==> src/sliding_window_maximum_defines.svh <==
// Assertion macros for the sliding window maximum RTL.
`ifndef SLIDING_WINDOW_MAXIMUM_DEFINES_SVH
`define SLIDING_WINDOW_MAXIMUM_DEFINES_SVH

// Same-cycle implication, disabled during reset
`define SWM_ASSERT_IMP(lbl, ante, cons, msg) \
    lbl: assert property (@(posedge clk) disable iff (!rst_n) (ante) |-> (cons)) \
        else $error(msg);

// Next-cycle implication, disabled during reset
`define SWM_ASSERT_NXT(lbl, ante, cons, msg) \
    lbl: assert property (@(posedge clk) disable iff (!rst_n) (ante) |=> (cons)) \
        else $error(msg);

`endif

==> src/swm_pkg.sv <==
// Package with constants and types for the sliding window maximum block.
package swm_pkg;

    // Longest supported window and sample width
    localparam int WINDOW_MAX   = 64;
    localparam int SAMPLE_WIDTH = 32;

    // Width of a fill count that can hold WINDOW_MAX itself
    localparam int CNT_W = $clog2(WINDOW_MAX + 1);
    // Width of a cell index
    localparam int IDX_W = $clog2(WINDOW_MAX);

    // Configuration register map (word index = paddr[2])
    localparam logic REG_WINDOW_SIZE = 1'b0;
    localparam int   PADDR_W         = 3;
    localparam int   PDATA_W         = 32;
    localparam int   WSIZE_W         = 7;

    typedef logic signed [SAMPLE_WIDTH-1:0] sample_t;

endpackage

==> src/swm_cell.sv <==
// One cell of the max chain: holds the maximum of the newest (index+1) samples.
module swm_cell (
    input  logic              clk,
    input  logic              load,
    input  swm_pkg::sample_t  sample,
    input  swm_pkg::sample_t  prev_max,
    output swm_pkg::sample_t  cell_max
);

    swm_pkg::sample_t max_reg;
    swm_pkg::sample_t max_next;

    // Fold the new sample into what the neighbor currently holds
    always_comb
    begin
        max_next = (sample > prev_max) ? sample : prev_max;
    end

    always_ff @(posedge clk)
    begin
        if (load)
        begin
            max_reg <= max_next;
        end
    end

    assign cell_max = max_reg;

endmodule

==> config.mk <==
export PLATFORM = sky130hd
export DESIGN_NAME = swm_cell
export DESIGN_NICKNAME = d
export VERILOG_FILES = /design/src/sliding_window_maximum_defines.svh /design/src/swm_pkg.sv /design/src/swm_cell.sv
export SDC_FILE = /design/constraint.sdc
export NUM_CORES = 1
export LEC_CHECK = 0
export BUFFER_PORTS_ARGS = -buffer_cell sky130_fd_sc_hd__buf_4
export CAP_MARGIN = 20
export CORE_MARGIN = 2
export CORE_UTILIZATION = 52
export DETAILED_ROUTE_END_ITERATION = 12
export GPL_ROUTABILITY_DRIVEN = 0
export GPL_TIMING_DRIVEN = 1
export PLACE_DENSITY = 0.86
export SYNTH_ARGS = -nofsm -noshare
export SYNTH_HDL_FRONTEND = slang
export SYNTH_SLANG_ARGS = --single-unit
==> constraint.sdc <==
create_clock -name clk -period 7.75 [get_ports clk]
set_input_delay 1.1625 -clock clk [delete_from_list [all_inputs] [get_ports clk]]
set_output_delay 1.1625 -clock clk [all_outputs]
set_load 0.02 [all_outputs]
==> flow_summary.json <==
{
  "status": "finished clean",
  "vdd_drop_max_v": 0.0000970,
  "core_um2": 4350,
  "ys_seq_area_share_pct": 40.9,
  "clk_pin_slew_worst_paths_ps": 70,
  "clkPwrFrac_pct": 23.5,
  "pre_cts_slack_ps": 3460,
  "wl_um": 4950,
  "nFillCells": 302,
  "hold_start": "prev_max[18]",
  "criticalPathCategory": "in2reg",
  "combPwrFrac_pct": 34.3,
  "synth_compound_area_share_pct": 7.61,
  "cts.path.max_buffers": 2,
  "dieHeight_um": 71.2,
  "p_sw_uw": 152,
  "cts_resized": 0,
  "holdCritPathClass": "in2reg",
  "route.detailed.drc": 0,
  "synth_cell_types": 26,
  "cts_tree": "done",
  "ys_warn_count": 0,
  "worstSetupEndpointType": "flop",
  "clock_sinks": 32,
  "max_freq_mhz": 252,
  "start_kind": "primary input",
  "firstDrtPassIters": 4,
  "rsz0062_at_grt": "no",
  "synth_top_cell_by_area": "edfxtp_1",
  "htreeDepth": 2,
  "switching_share_pct": 28.9,
  "cts_hold_buf": 0,
  "worst_slack_ps": 3790,
  "synth_fp_nets": 278,
  "setup-violations-final": 0,
  "die-area_um2": 5070,
  "synth_area_leaders": "edfxtp_1, mux2_4, ha_1",
  "synth_fa_ha_area_share_pct": 17.0,
  "cts_buffers": 5,
  "num_rows": 24,
  "critical_path.startpoint": "sample[31]",
  "antenna_cells": 0,
  "area.growth.synth_to_final_pct": 34.7,
  "cpMaxStageDelayCell": "o221a_4",
  "syn_area_um2": 2350,
  "grt_pass1_vias": 1766,
  "maxSlewViolCount": 0,
  "syn_inst": 180,
  "drive_gt1_share_pct": 50.0,
  "largest_register_ff_count": 32,
  "synth-simple-area-share_pct": 6.34,
  "antenna_found_initial": 0,
  "arrival_ps": 3990,
  "grt_overflow_total": 0,
  "hold_violations": 0,
  "p_seq_share_pct": 42.1,
  "crit_path_max_fanout": 32,
  "place_area_um2": 3080,
  "period_share_pct": 51.1,
  "dp_hpwl_um": 4060,
  "drt_iter0_drc": 78,
  "cap_violations": 0,
  "power.internal_uw": 373,
  "io-pin-count": 98,
  "worst_pin_slew_ps": 649,
  "numPortBuffers": 97,
  "synth_top_family_by_area": "multiplexers",
  "yosysTopAreaCellShare_pct": 40.9,
  "dr_total_vias": 1741,
  "synth-seq-cells": 32,
  "slew-limit-headroom_pct": 56.7,
  "syn_avg_cell_area_um2": 13.1,
  "grtUsageTotal_pct": 20.0,
  "clock-root-buffer": "clkbuf_8",
  "powerDensity_nw_per_um2": 166,
  "synthXorXnorAreaFrac_pct": 0,
  "synthMuxAreaShare_pct": 20.1,
  "chipWidth_um": 71.2,
  "total_power_uw": 525,
  "postCtsSetupBuffers": 0,
  "ant_nets": 0,
  "setup-tns-final_ps": 0,
  "wire_per_inst_um": 14.8,
  "nets": 379,
  "grt_max_degree": 33,
  "max_stage_delay_ps": 650,
  "path_cells": "buf_4 > ha_1 > nand4_2 > nor4_4 > nand4_2 > or3_1 > o2111ai_1 > o221a_4 > mux2_2",
  "critPathMostFrequentCell": "nand4_2",
  "grt_pass1_wl_um": 7900,
  "design_area_um2": 3170,
  "vias_per_cell": 5.21,
  "critPathRequiredTime_ps": 7780,
  "period_minus_slack_ps": 3960,
  "initial_utilization_pct": 54.0,
  "leakage_uw": 0.00165
}
-- kinds of logic (layout without fill, tap and decap cells) --
group,after synthesis,after routing
adders and majority gates,32,32
muxes,32,32
DFF,32,32
buffers and inverters,37,139
AOI/OAI and AO/OA,23,23
and+or+nand+nor,24,24
-- final timing paths --
kind                  depth (start not counted)                      to  slack [ps]
worst max-delay path                          9  cell_max[31]$_DFFE_PP_        3790
worst min-delay path                          2  cell_max[18]$_DFFE_PP_        1190
-- cell usage in the layout (no fill, tap or decap) --
cell | Yosys | layout
nor4_4 | 1 | 1
o2111ai_1 | 1 | 1
ha_1 | 32 | 32
nand2_1 | 9 | 9
o221a_4 | 1 | 1
a2111oi_4 | 1 | 1
nand3_1 | 3 | 3
o21ai_0 | 2 | 2
mux2_2 | 2 | 2
clkbuf_8 | 0 | 5
clkinv_2 | 0 | 2
nor3_1 | 1 | 1
nor2_1 | 1 | 1
a21o_1 | 3 | 3
a221o_1 | 1 | 1
nor4_1 | 1 | 1
and2_0 | 1 | 1
nand4_1 | 3 | 3
mux2_4 | 30 | 30
or2b_1 | 1 | 1
or3_1 | 1 | 1
buf_4 | 0 | 97
nand4_2 | 2 | 2
edfxtp_1 | 32 | 32
inv_1 | 34 | 34
a21oi_1 | 11 | 11
o21a_1 | 1 | 1
a221oi_1 | 2 | 2
clkinv_1 | 0 | 1
-- metal layers --
| layer | vias up | share of wire, % | GRT usage (%) |
|---|---|---|---|
| li1 | 855 | - | - |
| met2 | 50 | 53 | 36.5 |
| met1 | 829 | 41 | 23.6 |
| met3 | 7 | 4.6 | 3.80 |
| met4 | 0 | 1.4 | 6.29 |
| met5 | - | 0 | 0 |
-- power groups by stage --
| stage | registers, µW | logic (µW) | clock network, µW |
|---|---|---|---|
| global placement | 224 | 177 | 0 |
| CTS | 221 | 182 | 124 |
| detailed placement | 225 | 182 | 0 |
| global route | 223 | 194 | 132 |
| finish | 221 | 180 | 123 |
| floorplan | 251 | 88.7 | 0 |
-- metrics by stage --
stage | instances | utilization, % | hold WS (ps)
CTS | 334 | 72.7 | 1180
global placement | 326 | 70.8 | 1470
detailed placement | 326 | 70.8 | 1480
global route | 334 | 72.7 | 1180
finish | 334 | 72.7 | 1190
floorplan | 180 | - | 1280
-- synthesized netlist by cell type --
library cell and n:
or2b_1 1, nor2_1 1, nand4_1 3, or3_1 1, o21ai_0 2, a221oi_1 2
nand4_2 2, mux2_2 2, mux2_4 30, nor4_4 1, edfxtp_1 32, a221o_1 1
o221a_4 1, nor4_1 1, nand3_1 3, a21o_1 3, o2111ai_1 1, buf_12 3
nor3_1 1, o21a_1 1, a21oi_1 11, a2111oi_4 1, and2_0 1, nand2_1 9
ha_1 32, inv_1 34
-- worst max-delay path: cells and delay by family --
kind	cells	cell delay, ps
simple gates	4	1180
mux	1	400
buf+inv	1	110
compound gates	2	780
fa+ha+maj	1	340
-- final cells by class --
class	instances	area [µm²]	area share, %
Multi-Input combinational cell	111	1200	37.9
Sequential cell	32	961	30.4
Timing Repair Buffer	97	728	23.0
Inverter	34	128	4.03
Clock buffer	5	68.8	2.17
Tap cell	52	65.1	2.06
Clock inverter	3	13.8	0.435
Note: power is estimated with default switching activity, not from simulation.
